<file path="src/rtl/apu_fs_pkg.sv">
// ----------------------------------------------------------------------------
// apu_fs_pkg
// Shared types, register addresses and the length table of the frame
// sequencer.
// ----------------------------------------------------------------------------
`default_nettype none

package apu_fs_pkg;

  // channel count and register widths
  localparam int unsigned NUM_CHANNELS = 4;
  localparam int unsigned FrameLenW    = 14;
  localparam int unsigned CountW       = 15;
  localparam int unsigned ChanW        = $clog2(NUM_CHANNELS);
  localparam logic [FrameLenW-1:0] FrameLenReset = 14'd7458;

  // register addresses
  localparam logic [15:0] AddrChanBase = 16'h4000;
  localparam logic [15:0] AddrEnable   = 16'h4015;
  localparam logic [15:0] AddrMode     = 16'h4017;
  localparam logic [1:0]  RegLenLoad   = 2'd3;

  // request kinds
  typedef enum logic {
    REQ_TICK  = 1'b0,
    REQ_WRITE = 1'b1
  } req_type_e;

  // input word
  typedef struct packed {
    logic        req_type;
    logic [15:0] addr;
    logic [7:0]  data;
  } req_word_t;

  // result word
  typedef struct packed {
    logic                    quarter_frame;
    logic                    half_frame;
    logic                    load_valid;
    logic [ChanW-1:0]        load_channel;
    logic [7:0]              load_value;
    logic [NUM_CHANNELS-1:0] clear_mask;
  } res_word_t;

  // length counter load table
  localparam logic [7:0] LenLut [32] = '{
    8'h0A, 8'hFE, 8'h14, 8'h02, 8'h28, 8'h04, 8'h50, 8'h06,
    8'hA0, 8'h08, 8'h3C, 8'h0A, 8'h0E, 8'h0C, 8'h1A, 8'h0E,
    8'h0C, 8'h10, 8'h18, 8'h12, 8'h30, 8'h14, 8'h60, 8'h16,
    8'hC0, 8'h18, 8'h48, 8'h1A, 8'h10, 8'h1C, 8'h20, 8'h1E
  };

endpackage

`default_nettype wire

</file>
<file path="src/rtl/apu_fs_core.sv">
// ----------------------------------------------------------------------------
// apu_fs_core
// Sequencer state, step timing and register decode; gives the result of the
// word in the input register and updates the state when that word moves on.
// ----------------------------------------------------------------------------
`default_nettype none

module apu_fs_core (
  input  wire logic                                 clk_i,
  input  wire logic                                 rst_ni,
  input  wire logic                                 cfg_we_i,
  input  wire logic [apu_fs_pkg::FrameLenW-1:0]     cfg_wdata_i,
  input  wire logic                                 advance_i,
  input  wire apu_fs_pkg::req_word_t                req_i,
  output apu_fs_pkg::res_word_t                     res_o
);
  import apu_fs_pkg::*;

  logic [FrameLenW-1:0]    frame_len_q;
  logic [1:0]              step_q, step_d;
  logic [CountW-1:0]       count_q, count_d;
  logic                    long_mode_q, long_mode_d;
  logic [NUM_CHANNELS-1:0] enables_q, enables_d;

  logic [CountW-1:0]       fl_ext;
  logic [CountW-1:0]       step_len;
  logic [CountW-1:0]       count_tmp;
  logic [ChanW-1:0]        chan;
  res_word_t               res;

  // frame length register
  always_ff @(posedge clk_i or negedge rst_ni) begin
    if (!rst_ni) begin
      frame_len_q <= FrameLenReset;
    end else if (cfg_we_i) begin
      frame_len_q <= cfg_wdata_i;
    end
  end

  assign fl_ext = {1'b0, frame_len_q};

  // reload length of the current step, clamped at zero
  always_comb begin
    step_len = fl_ext;
    if (step_q == 2'd1) begin
      step_len = (frame_len_q < 14'd2) ? '0 : fl_ext - 15'd2;
    end else if (step_q == 2'd3 && long_mode_q) begin
      step_len = (frame_len_q < 14'd3) ? '0 : {frame_len_q, 1'b0} - 15'd6;
    end
  end

  assign chan = req_i.addr[2 +: ChanW];

  // decode the word and work out the next state
  always_comb begin
    res         = '0;
    step_d      = step_q;
    count_d     = count_q;
    long_mode_d = long_mode_q;
    enables_d   = enables_q;
    count_tmp   = count_q;
    if (req_i.req_type == REQ_TICK) begin
      if (count_q == '0) begin
        res.quarter_frame = 1'b1;
        res.half_frame    = ~step_q[0];
        count_tmp         = step_len;
        step_d            = step_q + 2'd1;
      end
      count_d = (count_tmp != '0) ? count_tmp - 15'd1 : count_tmp;
    end else if (req_i.addr[15:4] == AddrChanBase[15:4]) begin
      if (req_i.addr[1:0] == RegLenLoad && enables_q[chan]) begin
        res.load_valid   = 1'b1;
        res.load_channel = chan;
        res.load_value   = LenLut[req_i.data[7:3]];
      end
    end else if (req_i.addr == AddrEnable) begin
      enables_d      = req_i.data[NUM_CHANNELS-1:0];
      res.clear_mask = ~req_i.data[NUM_CHANNELS-1:0];
    end else if (req_i.addr == AddrMode) begin
      long_mode_d = req_i.data[7];
      if (req_i.data[7]) begin
        step_d  = 2'd0;
        count_d = {{(CountW-1){1'b0}}, count_q[0]};
      end else begin
        step_d  = 2'd1;
        count_d = fl_ext + {{(CountW-1){1'b0}}, count_q[0]};
      end
    end
  end

  // sequencer state
  always_ff @(posedge clk_i or negedge rst_ni) begin
    if (!rst_ni) begin
      step_q      <= '0;
      count_q     <= 15'd1;
      long_mode_q <= 1'b0;
      enables_q   <= '0;
    end else if (advance_i) begin
      step_q      <= step_d;
      count_q     <= count_d;
      long_mode_q <= long_mode_d;
      enables_q   <= enables_d;
    end
  end

  assign res_o = res;

endmodule

`default_nettype wire

</file>
<file path="src/rtl/apu_frame_sequencer_unit.sv">
// ----------------------------------------------------------------------------
// apu_frame_sequencer_unit
// Frame sequencer with register decode: one request word in, one result
// word out, with an input register and an output register.
// ----------------------------------------------------------------------------
//  channel   direction  handshake                 payload
//  in        input      in_valid_i / in_ready_o   in_word_i   (req_word_t)
//  out       output     out_valid_o / out_ready_i out_word_o  (res_word_t)
//  cfg       input      cfg_we_i                  cfg_wdata_i (frame length)
//
//  one word per cycle sustained while the output takes results; a word's
//  result goes through the input register, then the output register.
//  the step countdown and decode sit between the two registers, and the
//  sequencer state updates as the word moves into the output register.
//  reset is asynchronous and active low; it sets the frame length to 7458.
//  an output stall holds the output register and a filled input register; input ready then drops.
`default_nettype none

module apu_frame_sequencer_unit (
  input  wire logic                             clk_i,
  input  wire logic                             rst_ni,
  input  wire logic                             cfg_we_i,
  input  wire logic [apu_fs_pkg::FrameLenW-1:0] cfg_wdata_i,
  input  wire logic                             in_valid_i,
  output logic                                  in_ready_o,
  input  wire apu_fs_pkg::req_word_t            in_word_i,
  output logic                                  out_valid_o,
  input  wire logic                             out_ready_i,
  output apu_fs_pkg::res_word_t                 out_word_o
);
  import apu_fs_pkg::*;

  logic      in_valid_q;
  req_word_t in_word_q;
  logic      out_valid_q;
  res_word_t out_word_q;
  res_word_t res;
  logic      advance;
  logic      in_accept;

  // move the input word on when the output register is free
  assign advance    = in_valid_q && (!out_valid_q || out_ready_i);
  assign in_ready_o = !in_valid_q || advance;
  assign in_accept  = in_valid_i && in_ready_o;

  // input register
  always_ff @(posedge clk_i or negedge rst_ni) begin
    if (!rst_ni) begin
      in_valid_q <= 1'b0;
    end else if (in_accept) begin
      in_valid_q <= 1'b1;
    end else if (advance) begin
      in_valid_q <= 1'b0;
    end
  end

  always_ff @(posedge clk_i) begin
    if (in_accept) begin
      in_word_q <= in_word_i;
    end
  end

  // sequencer and decode
  apu_fs_core u_core (
    .clk_i       (clk_i),
    .rst_ni      (rst_ni),
    .cfg_we_i    (cfg_we_i),
    .cfg_wdata_i (cfg_wdata_i),
    .advance_i   (advance),
    .req_i       (in_word_q),
    .res_o       (res)
  );

  // output register
  always_ff @(posedge clk_i or negedge rst_ni) begin
    if (!rst_ni) begin
      out_valid_q <= 1'b0;
    end else if (advance) begin
      out_valid_q <= 1'b1;
    end else if (out_ready_i) begin
      out_valid_q <= 1'b0;
    end
  end

  always_ff @(posedge clk_i) begin
    if (advance) begin
      out_word_q <= res;
    end
  end

  assign out_valid_o = out_valid_q;
  assign out_word_o  = out_word_q;

endmodule

`default_nettype wire

</file>
<file path="config.mk">
export PLATFORM = sky130hd
export DESIGN_NAME = apu_frame_sequencer_unit
export DESIGN_NICKNAME = d
export VERILOG_FILES = /design/src/rtl/apu_fs_pkg.sv /design/src/rtl/apu_fs_core.sv /design/src/rtl/apu_frame_sequencer_unit.sv
export SDC_FILE = /design/constraint.sdc
export NUM_CORES = 1
export LEC_CHECK = 0
export BUFFER_PORTS_ARGS = -buffer_cell sky130_fd_sc_hd__buf_4
export CAP_MARGIN = 20
export CORE_AREA = 2 2 96 191
export CTS_CLUSTER_DIAMETER = 100
export DETAILED_ROUTE_END_ITERATION = 6
export DIE_AREA = 0 0 98 193
export REMOVE_ABC_BUFFERS = 1
export SYNTH_ARGS = -nofsm -noshare
export SYNTH_HDL_FRONTEND = slang
export SYNTH_HIERARCHICAL = 1
export SYNTH_SLANG_ARGS = --single-unit
</file>
<file path="constraint.sdc">
create_clock -name clk_i -period 4.85 [get_ports clk_i]
set_clock_uncertainty 0.1 [all_clocks]
set_input_delay 0.7275 -clock clk_i [delete_from_list [all_inputs] [get_ports clk_i]]
set_output_delay 0.7275 -clock clk_i [all_outputs]
set_load 0.005 [all_outputs]
</file>
==> results.yml <==
sta:
  worstMarginPinSlew_ps: 871
  period_needed_ps: 3910
  max-slew-margin-rel: 0.418
  rsz0062_at_grt: "no"
  slew_violations: 0
  finalSetupTns_ps: 0
  hold_viol_final: 0
  setup_violations: 0
  max_freq_ghz: 0.256
  layout_worst_path_cycle_share: 0.807
logic_synthesis:
  synthDistinctLibCells: 79
  ys_seq_area_frac: 0.430
  synth_cells: 521
  ys.flop_type: "edfxtp_1"
  syn-cell-area_um2: 5160
  async_flop_share: 0.475
  synth_edf_count: 42
  yosysWarnings: 6
  ys_seq_elements: 80
  syn_area_per_cell_um2: 9.90
critical_path:
  worstPathArrival_ps: 4040
  end_kind: "register"
  criticalPathCategory: "register to register"
  crit_fanout: 19
  cp-start-kind: "register"
  required_ps: 4970
die:
  die_h_um: 193
  die_x_um: 98
  placementRows: 69
  placeableCoreArea_um2: 17500
  pin_count: 63
  die-area_um2: 18900
  start_util: 0.294
pwr:
  ir_drop_uv: 197
  p_leak_nw: 2.25
  p_per_area_nw_per_um2: 368
clock_tree:
  root_buffer: "clkbuf_16"
  cts.clk_slew.worst_paths_ps: 60
  cts_tree: "yes"
  post_cts_buffers: 0
  clk_path_buf_depth: 2
  cts_sinks: 80
  cts_hold_buf: 0
  clkLatencyLatePin_ps: 340
  cts_resized: 0
  cts_max_level: 3
  numCtsBuffers: 9
global_route:
  grt_pass1_wl_mm: 23.0
  antenna_found_initial: 0
  grt_overflow: 0
  grt_pass1_vias: 4238
  grt_max_degree: 39
  globalRouteTotalUtil: 0.152
run:
  cap_violations: 0
routing:
  wl_mm: 14.0
  via_count: 4384
  drt-wirelength-per-cell_um: 18.0
  drtAntennaViolNets: 0
  drt_iter0_markers: 396
  drc: 0
  post_drt_via_cell_ratio: 5.63
  drt_pass1_iterations: 6
placement:
  dp_hpwl_mm: 10.4
  port_buffers: 62
  globalplace.congestion: 0.939
cells_and_area:
  drive_above_1_share: 0.231
  area_growth_pct: 17.7
  final_nets: 620
  final_core_util: 0.347
  n_antenna_cell: 0
worst_hold_path:
  hold_path_class: "primary input to async pin"
run_status:
  status: "finished clean"
## final cells by class
class,count,area [µm²]
timing repair buffer,65,488
multi-input combinational,392,2730
fill,1773,11500
sequential,80,2220
tap,213,267
clock buffer,10,229
clock inverter,6,91.3
inverter,13,48.8
## cells in the mapped netlist, drive strengths merged, types with 5 or more instances
cell type / n / area share
o311ai: 5 / 0.0085
ha: 15 / 0.036
nand3: 15 / 0.015
nand2: 34 / 0.025
nor4: 11 / 0.018
nand3b: 6 / 0.011
and3: 6 / 0.0073
clkbuf: 28 / 0.020
a41oi: 6 / 0.012
dfrtp: 31 / 0.15
buf: 8 / 0.011
a21oi: 29 / 0.028
inv: 13 / 0.0095
mux2: 16 / 0.035
nor2: 42 / 0.031
a211oi: 8 / 0.012
nor2b: 5 / 0.0061
edfxtp: 42 / 0.24
nor3: 24 / 0.024
xor2: 10 / 0.017
xnor2: 12 / 0.020
nand4: 11 / 0.013
or3: 12 / 0.016
a31oi: 11 / 0.013
dfstp: 7 / 0.036
o31ai: 7 / 0.010
nand2b: 10 / 0.012
and2: 7 / 0.0092
o21ai: 24 / 0.023
## critical path, cell delays in order (launching register included)
cell,delay [ps]
dfrtp_1,570
or4_1,850
o41ai_4,500
a21oi_1,100
o32ai_2,370
nor4b_4,400
nor3b_1,290
and2_2,260
o31ai_1,80
mux2_2,280
## power by group
group / switching (mW) / internal [mW] / total, mW
clock network: 0.278 / 0.454 / 0.731
registers: 0.140 / 0.817 / 0.957
logic: 0.308 / 0.238 / 0.546
total: 0.726 / 1.51 / 2.24
## per-stage QoR
stage / hold WS [ps] / instance area, µm² / total power, mW / setup WS, ps / cells
after global placement: 363 / 5750 / 1.50 / 1040 / 763
after floorplan: 332 / 5000 / 1.30 / 1360 / 485
after CTS: 278 / 6070 / 2.24 / 987 / 779
after global routing: 296 / 6070 / 2.35 / 700 / 779
final: 251 / 6070 / 2.24 / 937 / 779
after detailed placement: 387 / 5750 / 1.50 / 1030 / 763
## routing by layer
| metal | GRT usage | vias to the layer above | routed length (µm) |
|---|---|---|---|
| met5 | 0 | - | 0 |
| met4 | 0.0737 | 0 | 440 |
| met3 | 0.0274 | 34 | 877 |
| met2 | 0.235 | 207 | 6500 |
| met1 | 0.205 | 2083 | 6210 |
| li1 | - | 2060 | - |
## logic make-up after synthesis
kind of cell / after synthesis / share of synthesized area
AOI/OAI and AO/OA: 130 / 0.184
xor gates and xnor gates: 22 / 0.0373
adders and majority gates: 15 / 0.0364
buffers and inverters: 49 / 0.0405
DFF: 80 / 0.430
muxes: 20 / 0.0451
other: 1 / 0.000727
and+or+nand+nor: 204 / 0.226
## final timing paths
path                            depth (start not counted)  slack [ps]                    end                  start
worst max-delay path                                    9         940      u_core/count_q[1]  u_core/frame_len_q[4]
min in group clk_i                                      2         400    u_core/enables_q[3]    u_core/enables_q[3]
worst min register to register                          2         400    u_core/enables_q[3]    u_core/enables_q[3]
worst max register to register                          9         940      u_core/count_q[1]  u_core/frame_len_q[4]
max in group asynchronous                               1        4030      u_core/count_q[0]                 rst_ni
worst min-delay path                                    1         250  u_core/frame_len_q[9]                 rst_ni
## placed cells by master, fill, tap and decap left out, types with 6 or more instances in the layout
master / Yosys / routed
mux2_2: 16 / 16
nor3_1: 23 / 23
clkbuf_16: 0 / 9
and3_1: 6 / 6
inv_1: 13 / 13
nor4_1: 7 / 7
o31ai_1: 7 / 7
dfstp_2: 7 / 7
nand3_1: 15 / 15
edfxtp_1: 42 / 42
a31oi_1: 11 / 11
a211oi_1: 8 / 8
nand2_1: 33 / 33
nor2_1: 42 / 42
xor2_1: 10 / 10
xnor2_1: 12 / 12
a21oi_1: 29 / 29
dfrtp_1: 31 / 31
o21ai_0: 22 / 22
ha_1: 15 / 15
buf_4: 2 / 65
nand2b_1: 10 / 10
or3_1: 10 / 10
nand4_1: 11 / 11
## flip-flops by register name, summed over array words and instances (netlist names)
signal	flops
in_valid_q	1
u_core/long_mode_q	1
in_word_q	25
out_valid_o	1
u_core/frame_len_q	14
u_core/step_q	2
u_core/count_q	15
out_word_o	17
u_core/enables_q	4
Power figures use the tool's default switching activity.
